--- src/qsu_pkg.sv ---
// Shared constants for the quoted string unescaper: phase and status codes,
// character codes and the escape mapping function. No dependencies.
package qsu_pkg;

    typedef logic [7:0] byte_t;
    typedef logic [1:0] status_t;
    typedef logic [1:0] phase_t;

    // Parser phase codes
    localparam phase_t PH_IDLE = 2'd0;
    localparam phase_t PH_BODY = 2'd1;
    localparam phase_t PH_ESC  = 2'd2;

    // Result status codes
    localparam status_t ST_BYTE = 2'd0;
    localparam status_t ST_DONE = 2'd1;
    localparam status_t ST_FAIL = 2'd2;

    // Input kind codes
    localparam logic KIND_DATA = 1'b0;
    localparam logic KIND_EOI  = 1'b1;

    localparam byte_t CH_QUOTE  = 8'h22;
    localparam byte_t CH_BSLASH = 8'h5C;
    localparam byte_t CH_T      = 8'h74;
    localparam byte_t CH_R      = 8'h72;
    localparam byte_t CH_F      = 8'h66;
    localparam byte_t CH_N      = 8'h6E;
    localparam byte_t CH_B      = 8'h62;

    typedef struct packed {
        logic  known;
        byte_t value;
    } esc_map_t;

    function automatic esc_map_t map_escape(input byte_t b);
        esc_map_t m;
        m.known = 1'b1;
        case (b)
            CH_BSLASH: m.value = 8'h5C;
            CH_QUOTE:  m.value = 8'h22;
            CH_T:      m.value = 8'h09;
            CH_R:      m.value = 8'h0D;
            CH_F:      m.value = 8'h0C;
            CH_N:      m.value = 8'h0A;
            CH_B:      m.value = 8'h08;
            default:
            begin
                m.known = 1'b0;
                m.value = b;
            end
        endcase
        return m;
    endfunction

endpackage

--- src/quoted_string_unescaper.sv ---
// Quoted string unescaper top level: decodes one double-quoted string per
// stream into content bytes plus a done/fail status. Depends on qsu_pkg.
//
// One input transfer per cycle is taken while the output is not stalled,
// decoded in a single pass and written to the result register, so a stream
// with no unknown escapes runs at one byte per clock. An unknown escape
// produces two results (the backslash, then the escape byte); the second sits
// in a pending register and the input stalls until it has been drained.
// The opening quote and a backslash inside the string produce no result. On
// failure the bytes already delivered are not recalled; the consumer drops
// them. After success or failure the block waits for a new opening quote.
module quoted_string_unescaper (
    input  logic            clk,
    input  logic            rst_n,
    input  logic            in_valid,
    output logic            in_stall,
    input  logic            kind,
    input  qsu_pkg::byte_t  in_byte,
    output logic            out_valid,
    input  logic            out_stall,
    output qsu_pkg::byte_t  out_byte,
    output qsu_pkg::status_t status,
    output logic            last
);
    import qsu_pkg::*;

    phase_t  phase_reg, phase_next;
    logic    out_valid_reg;
    byte_t   out_byte_reg;
    status_t status_reg;
    logic    last_reg;
    logic    pend_valid_reg;
    byte_t   pend_byte_reg;

    logic     out_take, out_free, in_take, eoi;
    logic     r0_en, r1_en;
    byte_t    r0_byte;
    status_t  r0_status;
    logic     r0_last;
    esc_map_t esc;

    assign out_take = out_valid_reg && !out_stall;
    assign out_free = !out_valid_reg || out_take;
    assign in_stall = pend_valid_reg || !out_free;
    assign in_take  = in_valid && !in_stall;
    assign eoi      = (kind == KIND_EOI);
    assign esc      = map_escape(in_byte);

    always_comb
    begin
        phase_next = phase_reg;
        r0_en      = 1'b0;
        r1_en      = 1'b0;
        r0_byte    = '0;
        r0_status  = ST_BYTE;
        r0_last    = 1'b1;
        case (phase_reg)
            PH_BODY:
            begin
                r0_en = 1'b1;
                if (eoi)
                begin
                    phase_next = PH_IDLE;
                    r0_status  = ST_FAIL;
                end
                else if (in_byte == CH_QUOTE)
                begin
                    phase_next = PH_IDLE;
                    r0_status  = ST_DONE;
                end
                else if (in_byte == CH_BSLASH)
                begin
                    phase_next = PH_ESC;
                    r0_en      = 1'b0;
                end
                else
                begin
                    r0_byte = in_byte;
                end
            end
            PH_ESC:
            begin
                r0_en = 1'b1;
                if (eoi)
                begin
                    phase_next = PH_IDLE;
                    r0_status  = ST_FAIL;
                end
                else
                begin
                    phase_next = PH_BODY;
                    if (esc.known)
                    begin
                        r0_byte = esc.value;
                    end
                    else
                    begin
                        // unknown escape: backslash now, escape byte next
                        r0_byte = CH_BSLASH;
                        r0_last = 1'b0;
                        r1_en   = 1'b1;
                    end
                end
            end
            default:
            begin
                // idle, and the unused phase code
                if (!eoi && in_byte == CH_QUOTE)
                begin
                    phase_next = PH_BODY;
                end
                else
                begin
                    phase_next = PH_IDLE;
                    r0_en      = 1'b1;
                    r0_status  = ST_FAIL;
                end
            end
        endcase
    end

    always_ff @(posedge clk or negedge rst_n)
    begin
        if (!rst_n)
        begin
            phase_reg      <= PH_IDLE;
            out_valid_reg  <= 1'b0;
            pend_valid_reg <= 1'b0;
        end
        else
        begin
            if (in_take)
            begin
                phase_reg <= phase_next;
            end
            if (in_take && r0_en)
            begin
                out_valid_reg  <= 1'b1;
                pend_valid_reg <= r1_en;
            end
            else if (pend_valid_reg && out_free)
            begin
                out_valid_reg  <= 1'b1;
                pend_valid_reg <= 1'b0;
            end
            else if (out_take)
            begin
                out_valid_reg <= 1'b0;
            end
        end
    end

    // payload, no reset needed
    always_ff @(posedge clk)
    begin
        if (in_take && r0_en)
        begin
            out_byte_reg  <= r0_byte;
            status_reg    <= r0_status;
            last_reg      <= r0_last;
            pend_byte_reg <= in_byte;
        end
        else if (pend_valid_reg && out_free)
        begin
            out_byte_reg <= pend_byte_reg;
            status_reg   <= ST_BYTE;
            last_reg     <= 1'b1;
        end
    end

    assign out_valid = out_valid_reg;
    assign out_byte  = out_byte_reg;
    assign status    = status_reg;
    assign last      = last_reg;

endmodule
--- config.mk ---
export PLATFORM = sky130hd
export DESIGN_NAME = quoted_string_unescaper
export DESIGN_NICKNAME = d
export VERILOG_FILES = /design/src/qsu_pkg.sv /design/src/quoted_string_unescaper.sv
export SDC_FILE = /design/constraint.sdc
export NUM_CORES = 1
export LEC_CHECK = 0
export BUFFER_PORTS_ARGS = -buffer_cell sky130_fd_sc_hd__buf_2
export CAP_MARGIN = 30
export CORE_ASPECT_RATIO = 0.6
export CORE_MARGIN = 1.5
export CORE_UTILIZATION = 40
export DETAILED_ROUTE_END_ITERATION = 6
export GPL_TIMING_DRIVEN = 0
export PLACE_DENSITY = 0.58
export SYNTH_ARGS = -nofsm -noshare
export SYNTH_HDL_FRONTEND = slang
export SYNTH_SLANG_ARGS = --single-unit
--- constraint.sdc ---
create_clock -name clk -period 4.1 [get_ports clk]
set_input_delay 0.615 -clock clk [delete_from_list [all_inputs] [get_ports clk]]
set_output_delay 0.615 -clock clk [all_outputs]
set_load 0.02 [all_outputs]
==> out/qor.csv <==
stage,metric,value,unit
clock_network,CTS HTree Levels,1,
die,Die W,75.8,um
setup_path,R2R setup slack,1.96,ns
timing,slew of the pin with the lowest slew margin,0.477,ns
setup_path,crit path max fanout,11,
logic_synthesis,commonest cells in the netlist,"19 x edfxtp_1, 17 x nand2_1, 8 x a21oi_1, 8 x o31ai_1, 6 x inv_1",
placed_design,buffers added on ports,25,
placed_design,routability cong.,0.802,
clock_network,total clock sinks,23,
min_path,min-delay worst type,primary input to async pin,
detailed_routing,wire per inst,15.1,um
die,IO Count,26,
global_route,initial antenna violation count,0,
setup_path,Critical Setup Path Class,primary input to register,
power_and_ir_drop,Leak,0.569,nW
setup_path,Critical Path AT,2.29,ns
logic_synthesis,Seq cells post-synth,23,
clock_network,post-cts hold buffer count,0,
clock_network,Post-CTS Resized,0,
setup_path,Worst setup EP type,register,
logic_synthesis,"Warnings, synthesis",0,
clock_network,Longest Clk Path Bufs,2,
logic_synthesis,Post-synth top flop,edfxtp_1,
timing,Worst Hold Margin,0.144,ns
logic_synthesis,Unique masters post-synth,38,
final_layout,area of the multi-input gates,522,um^2
run,max cap viols,0,
setup_path,most frequent CP cell,buf_2,
final_layout,fillers,269,
clock_network,Clock Latency Late Sink,0.26,ns
detailed_routing,DRC,0,
logic_synthesis,largest cells by area after synthesis,"edfxtp_1 45%, dfrtp_1 7.9%, nand2_1 5.0%, o31ai_1 4.7%, buf_6 3.5%",
power_and_ir_drop,total power,0.490,mW
final_layout,Finished Layout Cells,185,
setup_path,worst reg2reg path depth,6,
global_route,aggregate global-route resource usage,17.7,%
die,Initial Utilization,43.2,%
final_layout,Nets,159,
logic_synthesis,sequential fraction of the synthesis area,52.7,%
global_route,vias in the first global route,855,
detailed_routing,first-pass detailed-route iteration total,4,
logic_synthesis,Mapped Nets,129,
timing,"Setup violations, final",0,
setup_path,CP Cell Sequence,buf_2 > buf_2 > or3_4 > nor3_4 > a221o_2 > buf_6 > nand2_1,
placed_design,DP HPWL,2100,um
global_route,largest net degree at the start of global routing,13,
setup_path,Critical Path Source Type,primary input,
logic_synthesis,top-count cell post-synth,edfxtp_1,
timing,setup clock skew after layout,0.00391,ns
die,die extent in y,46.7,um
setup_path,CP top delay family,simple AND/OR/NAND/NOR gates,
timing,endpoints failing hold,0,
clock_network,CTS Buf Count,3,
timing,Final Max Tran Viols,0,
die,Core Area,0.00295,mm^2
final_layout,antenna cell count,0,
timing,RSZ-0062 raised after global routing,false,
setup_path,CP required,4.02,ns
timing,Setup TNS,0,ns
detailed_routing,vias post-DR,1001,
timing,Tcrit/Tclk final,57.9,%
logic_synthesis,cell taking the most area after synthesis,edfxtp_1,
final_layout,Seq. cell area,671,um^2
setup_path,CP peak stage delay,0.39,ns
clock_network,CTS tree,yes,
logic_synthesis,Post-synth EDFFs,19,
setup_path,CP max stage cell,or3_4,
logic_synthesis,Async SR Flop Fraction,17.4,%
clock_network,Root Buffer,clkbuf_8,
setup_path,Critical R2R Capture,out_byte[2],
status,outcome,finished clean,
setup_path,FF-to-FF Start,phase_reg[0],
power_and_ir_drop,Worst IR Drop VDD,0.000133,V
global_route,global-route wire length before repair,4400,um
timing,slew margin rel.,68.2,%
final_layout,area grow syn2layout,17.5,%
final_layout,Util after Layout,50.7,%
timing,min Tclk post-route,2.37,ns
detailed_routing,Final ANT Viol Nets,0,
timing,Max Fclk,422,MHz
detailed_routing,via/cell ratio,5.41,
die,Std-Cell Rows,15,
placed_design,placed cells,181,
setup_path,WP buf/inv,3,
detailed_routing,routed wire length,2790,um
clock_network,"CTS clk-pin slew, worst paths",0.08,ns
global_route,GRT overflow,0,
logic_synthesis,Syn Area/Cell,11.2,um^2
power_and_ir_drop,pwr dens,327,mW/mm^2
clock_network,Post-CTS Setup Repair Bufs,0,
die,full die area,0.00354,mm^2
final_layout,share of layout cells above drive strength 1,28.7,%
detailed_routing,initial DRC count,61,
logic_synthesis,post-synth top area share,44.8,%
logic_synthesis,Mapped Cells,114,
logic_synthesis,synthesized area,0.00127,mm^2
-- through the flow --
| step | setup WS, ns | cell area (um^2) |
|---|---|---|
| after global routing | 1.61 | 1500 |
| after detailed placement | 1.44 | 1450 |
| after global placement | 1.47 | 1450 |
| final | 1.73 | 1500 |
| after floorplan | 1.81 | 1270 |
| after CTS | 1.71 | 1500 |
-- routing by layer --
metal,up-vias,GRT usage (%),wire [um]
li1,484,-,-
met1,478,27.1,1370
met2,37,23.8,1230
met3,2,3.50,172
met4,0,7.86,17
met5,-,0,0
-- cell families after synthesis --
family,share of synthesized area (%)
xor+xnor,2.07
mux,0.885
buf+inv,6.29
flops,52.7
fa+ha+maj,1.97
compound gates,15.0
simple gates,21.0
-- how the worst max path moves through the flow --
stage | from | end | slack (ns) | cells after the start
2_1_floorplan | in_byte[3] | last | 1.81 | 6
3_3_place_gp | in_byte[3] | out_byte[2] | 1.47 | 7
3_5_place_dp | in_byte[3] | out_byte[6] | 1.44 | 7
4_1_cts | in_byte[3] | out_byte[1] | 1.71 | 7
5_1_grt | in_byte[3] | out_byte[4] | 1.61 | 7
6_report | in_byte[3] | out_byte[2] | 1.73 | 7
-- final cells by class --
| cell class | instances | share of cell area [%] |
|---|---|---|
| repair buffers | 25 | 8.37 |
| inverters | 7 | 1.76 |
| well taps | 42 | 3.51 |
| flip-flops and latches | 23 | 44.9 |
| multi-input cells | 78 | 34.9 |
| clock buffers | 4 | 3.01 |
| plain buffers | 6 | 3.60 |
-- worst register-to-register path, cell delays in order (launching register included) --
cell	delay [ns]
dfrtp_1	0.38
inv_1	0.05
ha_1	0.33
nor2b_1	0.16
a221o_2	0.39
buf_6	0.16
nand2_1	0.33
-- power breakdown --
part / switching, mW / total (mW) / internal (mW)
clock: 0.0673 / 0.136 / 0.0692
sequential: 0.00367 / 0.275 / 0.271
combinational: 0.0504 / 0.0786 / 0.0281
-- layout by cell type, fill, tap and decap left out, drive strengths merged, types with 3 or more instances in the layout --
| cell | synthesis | layout |
|---|---|---|
| o31ai | 9 | 9 |
| clkbuf | 1 | 5 |
| nor2 | 5 | 5 |
| edfxtp | 19 | 19 |
| buf | 5 | 30 |
| dfrtp | 4 | 4 |
| nor2b | 4 | 4 |
| nor3 | 3 | 3 |
| nand3b | 3 | 3 |
| inv | 7 | 7 |
| a21oi | 9 | 9 |
| nand2 | 17 | 17 |
No activity file was read; power rests on OpenSTA's default activity.
